[src/sv/assert_macros.svh]
// Assertion helpers for the wind lattice sampler.
// Each macro takes a label, a condition, a consequence and a message.
`ifndef ASSERT_MACROS_SVH
`define ASSERT_MACROS_SVH
`ifndef NO_ASSERTIONS
`define CHK_SAME(lbl, a, b, msg) \
  lbl: assert property (@(posedge clk) disable iff (rst) (a) |-> (b)) else $error(msg);
`define CHK_NEXT(lbl, a, b, msg) \
  lbl: assert property (@(posedge clk) disable iff (rst) (a) |=> (b)) else $error(msg);
`else
`define CHK_SAME(lbl, a, b, msg)
`define CHK_NEXT(lbl, a, b, msg)
`endif
`endif

[src/sv/wlbs_pkg.sv]
//------------------------------------------------------------------------------
// wlbs_pkg
// Types, constants and helpers shared by the wind lattice sampler modules.
//------------------------------------------------------------------------------
`timescale 1ns / 1ps

package wlbs_pkg;

  localparam int GRID     = 16;
  localparam int CELLS    = GRID * GRID;
  localparam int ADDR_W   = 8;
  localparam int COORD_W  = 4;
  localparam int DIV_W    = 38;
  localparam int DVS_W    = 13;
  localparam int QDEPTH   = 2;

  localparam logic signed [15:0] RESET_CELL = 16'sd128;

  // Configuration register indexes.
  localparam logic [1:0] REG_ENABLE = 2'd0;
  localparam logic [1:0] REG_WIDTH  = 2'd1;
  localparam logic [1:0] REG_GAIN   = 2'd2;

  typedef enum logic [1:0] {
    OP_WRITE   = 2'd0,
    OP_PLAIN   = 2'd1,
    OP_FRACTAL = 2'd2
  } op_t;

  typedef struct packed {
    logic        enable;
    logic [12:0] width;
    logic [15:0] gain;
  } cfg_t;

  typedef struct packed {
    op_t                op;
    logic signed [23:0] pos_x;
    logic signed [23:0] pos_y;
    logic [1:0]         octaves;
    logic [7:0]         cell_index;
    logic signed [15:0] vel_x;
    logic signed [15:0] vel_y;
  } cmd_t;

  typedef enum logic [3:0] {
    S_IDLE,
    S_LOC,
    S_LOC_WAIT,
    S_RD_ADDR,
    S_RD_WAIT,
    S_RD_ACC,
    S_ROUND,
    S_SCALE,
    S_PLAIN,
    S_FMAG,
    S_FMUL,
    S_FDIVST,
    S_FDIV
  } state_t;

  // Position times the octave scale; negative positions become zero.
  function automatic logic [25:0] scale_pos(input logic signed [23:0] pos,
                                            input logic [1:0] k);
    logic signed [26:0] p;
    p = 27'(pos) <<< k;
    return p[26] ? 26'd0 : p[25:0];
  endfunction

  // Fractal divisor: 16 minus 8 shifted right by the octave count.
  function automatic logic [DVS_W-1:0] frac_div(input logic [1:0] oct);
    logic [4:0] d;
    d = 5'd16 - (5'd8 >> oct);
    return DVS_W'(d);
  endfunction

  function automatic logic [15:0] sat16(input logic neg, input logic [DIV_W-1:0] mag);
    logic [15:0] r;
    if (neg) begin
      if (mag > DIV_W'(32768)) r = 16'h8000;
      else r = ~mag[15:0] + 16'd1;
    end else begin
      if (mag > DIV_W'(32767)) r = 16'h7fff;
      else r = mag[15:0];
    end
    return r;
  endfunction

endpackage

[src/sv/wlbs_front.sv]
//------------------------------------------------------------------------------
// wlbs_front
// Accepts input words, decodes the operation and queues commands.
//------------------------------------------------------------------------------
`timescale 1ns / 1ps

module wlbs_front
  import wlbs_pkg::*;
(
  input  logic        clk,
  input  logic        rst,
  input  logic        s_axis_tvalid,
  output logic        s_axis_tready,
  input  logic [95:0] s_axis_tdata,
  input  logic [1:0]  s_axis_tuser,
  output cmd_t        q_cmd,
  output logic        q_valid,
  input  logic        q_pop
);

  localparam int PTR_W = $clog2(QDEPTH);

  cmd_t             slots [QDEPTH];
  logic [PTR_W-1:0] wr_ptr, rd_ptr;
  logic [PTR_W:0]   count;
  logic             accept, known, push;
  cmd_t             cmd_in;

  assign s_axis_tready = (count != (PTR_W+1)'(QDEPTH));
  assign accept        = s_axis_tvalid && s_axis_tready;
  assign q_valid       = (count != '0);
  assign q_cmd         = slots[rd_ptr];

  always_comb begin
    known = 1'b1;
    cmd_in.op = OP_WRITE;
    unique case (s_axis_tuser)
      OP_WRITE:   cmd_in.op = OP_WRITE;
      OP_PLAIN:   cmd_in.op = OP_PLAIN;
      OP_FRACTAL: cmd_in.op = OP_FRACTAL;
      default:    known = 1'b0;
    endcase
    cmd_in.pos_x      = s_axis_tdata[23:0];
    cmd_in.pos_y      = s_axis_tdata[47:24];
    cmd_in.octaves    = s_axis_tdata[49:48];
    cmd_in.cell_index = s_axis_tdata[57:50];
    cmd_in.vel_x      = s_axis_tdata[73:58];
    cmd_in.vel_y      = s_axis_tdata[89:74];
  end

  // The unused operation is taken and dropped here.
  assign push = accept && known;

  always_ff @(posedge clk) begin
    if (rst) begin
      wr_ptr <= '0;
      rd_ptr <= '0;
      count  <= '0;
    end else begin
      if (push) wr_ptr <= PTR_W'(wr_ptr + 1'b1);
      if (q_pop) rd_ptr <= PTR_W'(rd_ptr + 1'b1);
      count <= count + (PTR_W+1)'(push) - (PTR_W+1)'(q_pop);
    end
  end

  always_ff @(posedge clk) begin
    if (push) slots[wr_ptr] <= cmd_in;
  end

endmodule

[config.mk]
export PLATFORM = sky130hd
export DESIGN_NAME = wlbs_front
export DESIGN_NICKNAME = d
export VERILOG_FILES = /design/src/sv/assert_macros.svh /design/src/sv/wlbs_pkg.sv /design/src/sv/wlbs_front.sv
export SDC_FILE = /design/constraint.sdc
export NUM_CORES = 1
export LEC_CHECK = 0
export BUFFER_PORTS_ARGS = -buffer_cell sky130_fd_sc_hd__buf_2
export CAP_MARGIN = 30
export CORE_ASPECT_RATIO = 1.25
export CORE_UTILIZATION = 35
export DETAILED_ROUTE_END_ITERATION = 10
export PLACE_DENSITY = 0.62
export SLEW_MARGIN = 20
export SYNTH_ARGS = -nofsm -noshare
export SYNTH_HDL_FRONTEND = slang
export SYNTH_SLANG_ARGS = --single-unit
[constraint.sdc]
create_clock -name clk -period 6.7 [get_ports clk]
set_input_delay 0.335 -clock clk [delete_from_list [all_inputs] [get_ports clk]]
set_output_delay 0.335 -clock clk [all_outputs]
set_load 0.02 [all_outputs]
==> results.sh <==
export IMPL_status="complete, no violations"
export IMPL_synth_top_area_frac=0.798
export IMPL_synthCells=316
export IMPL_rows=57
export IMPL_place_gp_congestion=0.685
export IMPL_multiInputGateArea_um2=1190
export IMPL_rr_worst_depth=6
export IMPL_grt_pass1_vias=3819
export IMPL_cts_resized=0
export IMPL_yosys_cell_count_top_type="edfxtp_1"
export IMPL_dieArea_um2=20400
export IMPL_syn_num_nets=419
export IMPL_layout_min_cycle_time_ns=2.74
export IMPL_synth_ff_type="edfxtp_1"
export IMPL_via_count=3514
export IMPL_post_route_drc_count=0
export IMPL_drive_gt1_frac=0.566
export IMPL_clk_latency_ns=0.42
export IMPL_reg2reg_slack_ns=4.21
export IMPL_core_um2=19400
export IMPL_cts_setup_buffers=0
export IMPL_fillers=1754
export IMPL_holdBufCountCts=0
export IMPL_netlist_area_um2=6920
export IMPL_cts_buffers=17
export IMPL_top_level_ports=196
export IMPL_worst_pin_slew_ns=0.742
export IMPL_ys_ff_latch=189
export IMPL_fin_setup_tns_ns=0
export IMPL_hpwlAfterDp_um=7990
export IMPL_totalWireLength_um=12200
export IMPL_path_class="reg -> out"
export IMPL_cp_max_fo=49
export IMPL_async_reset_ff_frac=0
export IMPL_skew_ns=0.00717
export IMPL_cp_start_kind="register"
export IMPL_cp_arrival_ns=2.40
export IMPL_yosys_area_top_type="edfxtp_1"
export IMPL_grt_max_degree=54
export IMPL_fin_nets=621
export IMPL_avgSynthCellArea_um2=21.9
export IMPL_cp_required_ns=6.36
export IMPL_cts_sinks=189
export IMPL_max_freq_ghz=0.365
export IMPL_synth_edf_count=184
export IMPL_p_per_area_nw_per_um2=318
export IMPL_cts_tree="built"
export IMPL_setup_violations=0
export IMPL_track_usage=0.125
export IMPL_regArea_um2=5630
export IMPL_irDropWorstVdd_mv=0.190
export IMPL_hold_viol=0
export IMPL_r2r_end="slots[1][55]"
export IMPL_antenna_found_initial=0
export IMPL_finalCritPeriodShare=0.409
export IMPL_cts_htree_levels=4
export IMPL_whs_path_depth=1
export IMPL_finalPower_w=0.00277
export IMPL_ys_top_cells_by_count="edfxtp_1 (184), mux2_2 (75), mux2_1 (17)"
export IMPL_routedWlPerCell_um=15.4
export IMPL_final_max_slew_viol_count=0
export IMPL_avgViaCountPerCell=4.43
export IMPL_hold_class="in -> reg"
export IMPL_rsz0062_at_grt="no"
export IMPL_initial_core_util=0.357
export IMPL_crit_path_end_kind="output port"
export IMPL_rr_startpoint="count[1]"
export IMPL_drv_cap=0
export IMPL_relSlewSlack=0.505
export IMPL_cts_path_max_buffers=2
export IMPL_ys_seq_area_frac=0.812
export IMPL_io_buffers=189
export IMPL_clk_pin_slew_ns=0.07
export IMPL_cts_root_buf="clkbuf_16"
export IMPL_die_w_um=128
export IMPL_grt_pass1_wl_um=19000
export IMPL_synth_warnings=0
export IMPL_hold_start="s_axis_tdata[50]"
export IMPL_synth_distinct_cells=21
export IMPL_syn_to_final_growth_pct=25.9
export IMPL_overflow=0
export IMPL_detail_route_iter0_violations=173
export IMPL_hold_end="slots[0][32]"
export IMPL_firstDrtPassIters=6
export IMPL_synth_area_top_cells="edfxtp_1 (80%), mux2_2 (12%), mux2_1 (2.8%), dfxtp_1 (1.4%), buf_6 (1.3%)"
export IMPL_dieHeight_um=159
export IMPL_antenna_left=0
export IMPL_leakage_nw=3.21
[logic make-up (layout without fill, tap and decap cells)]
family	count (synthesis)	after routing	share of synthesized area
multiplexers	92	92	0.150
adder cells (fa/ha/maj)	1	1	0.00181
AO/OA/AOI/OAI	6	6	0.00632
other	0	1	0
flip-flops	189	189	0.812
XOR/XNOR	3	3	0.00380
buffers and inverters	14	226	0.0170
AND/OR/NAND/NOR	11	11	0.00904
[critical path, cell delays in order, from the launching register on]
cell     delay (ns)
dfxtp_4        0.71
buf_4          0.65
mux2_2         0.41
buf_2          0.16
[placed cells by master, fill, tap and decap left out, drive strengths merged, types with 2 or more instances in the layout]
| cell | netlist | routed |
|---|---|---|
| buf | 10 | 193 |
| nor2b | 3 | 3 |
| nor2 | 4 | 4 |
| clkinv | 0 | 5 |
| edfxtp | 184 | 184 |
| clkbuf | 0 | 18 |
| mux2 | 92 | 92 |
| o21ai | 2 | 2 |
| bufinv | 0 | 2 |
| a21bo | 2 | 2 |
| inv | 4 | 7 |
| xnor2 | 3 | 3 |
| dfxtp | 5 | 5 |
[stage by stage]
| step | hold WS, ns | worst slack [ns] | instance area (um2) | util | std cells |
|---|---|---|---|---|---|
| 2_1_floorplan | 0.404 | 1.57 | 6920 | - | 316 |
| 4_1_cts | 0.0791 | 3.86 | 8710 | 0.449 | 793 |
| 6_report | 0.101 | 3.96 | 8710 | 0.449 | 794 |
| 3_3_place_gp | 0.483 | 3.76 | 8140 | 0.419 | 763 |
| 5_1_grt | 0.0747 | 3.77 | 8710 | 0.449 | 793 |
| 3_5_place_dp | 0.491 | 3.97 | 8160 | 0.421 | 764 |
[flip-flops by register name (all words and copies together), names as in the netlist, named ones only]
signal / count
slots: 184
wr_ptr: 1
count: 2
rd_ptr: 1
[where the power goes]
part	switching, W	leakage (nW)	internal, W
sequential	0.0000298	1.74	0.00141
clock	0.000412	0.268	0.000543
combinational	0.000233	1.20	0.000150
total	0.000674	3.21	0.00210
[area by class of cell]
class                   instances  area share
multi-input cells             113       0.136
clock inverters                11      0.0138
well taps                     265      0.0380
inverters                       4     0.00201
diodes                          1    0.000287
clock buffers                  18      0.0492
repair buffers                193       0.114
flip-flops and latches        189       0.646
[layer usage]
| layer | up-vias | part of all wire | track usage |
|---|---|---|---|
| met5 | - | 0 | 0 |
| met4 | 0 | 0.019 | 0.0572 |
| met3 | 15 | 0.068 | 0.0464 |
| met2 | 114 | 0.53 | 0.223 |
| met1 | 1734 | 0.38 | 0.128 |
| li1 | 1651 | - | - |
[worst max path at each step]
| stage | slack [ns] | cells past startpoint | startpoint | end |
|---|---|---|---|---|
| final | 3.96 | 3 | register | q_cmd[91] |
| after global routing | 3.77 | 3 | register | q_cmd[49] |
| after CTS | 3.86 | 3 | register | q_cmd[91] |
| after detailed placement | 3.97 | 6 | s_axis_tuser[0] | slots[1][29] |
| after global placement | 3.76 | 5 | s_axis_tuser[0] | slots[1][29] |
| after floorplan | 1.57 | 4 | count[1] | slots[1][0] |
(Power assumes the default switching activity.)
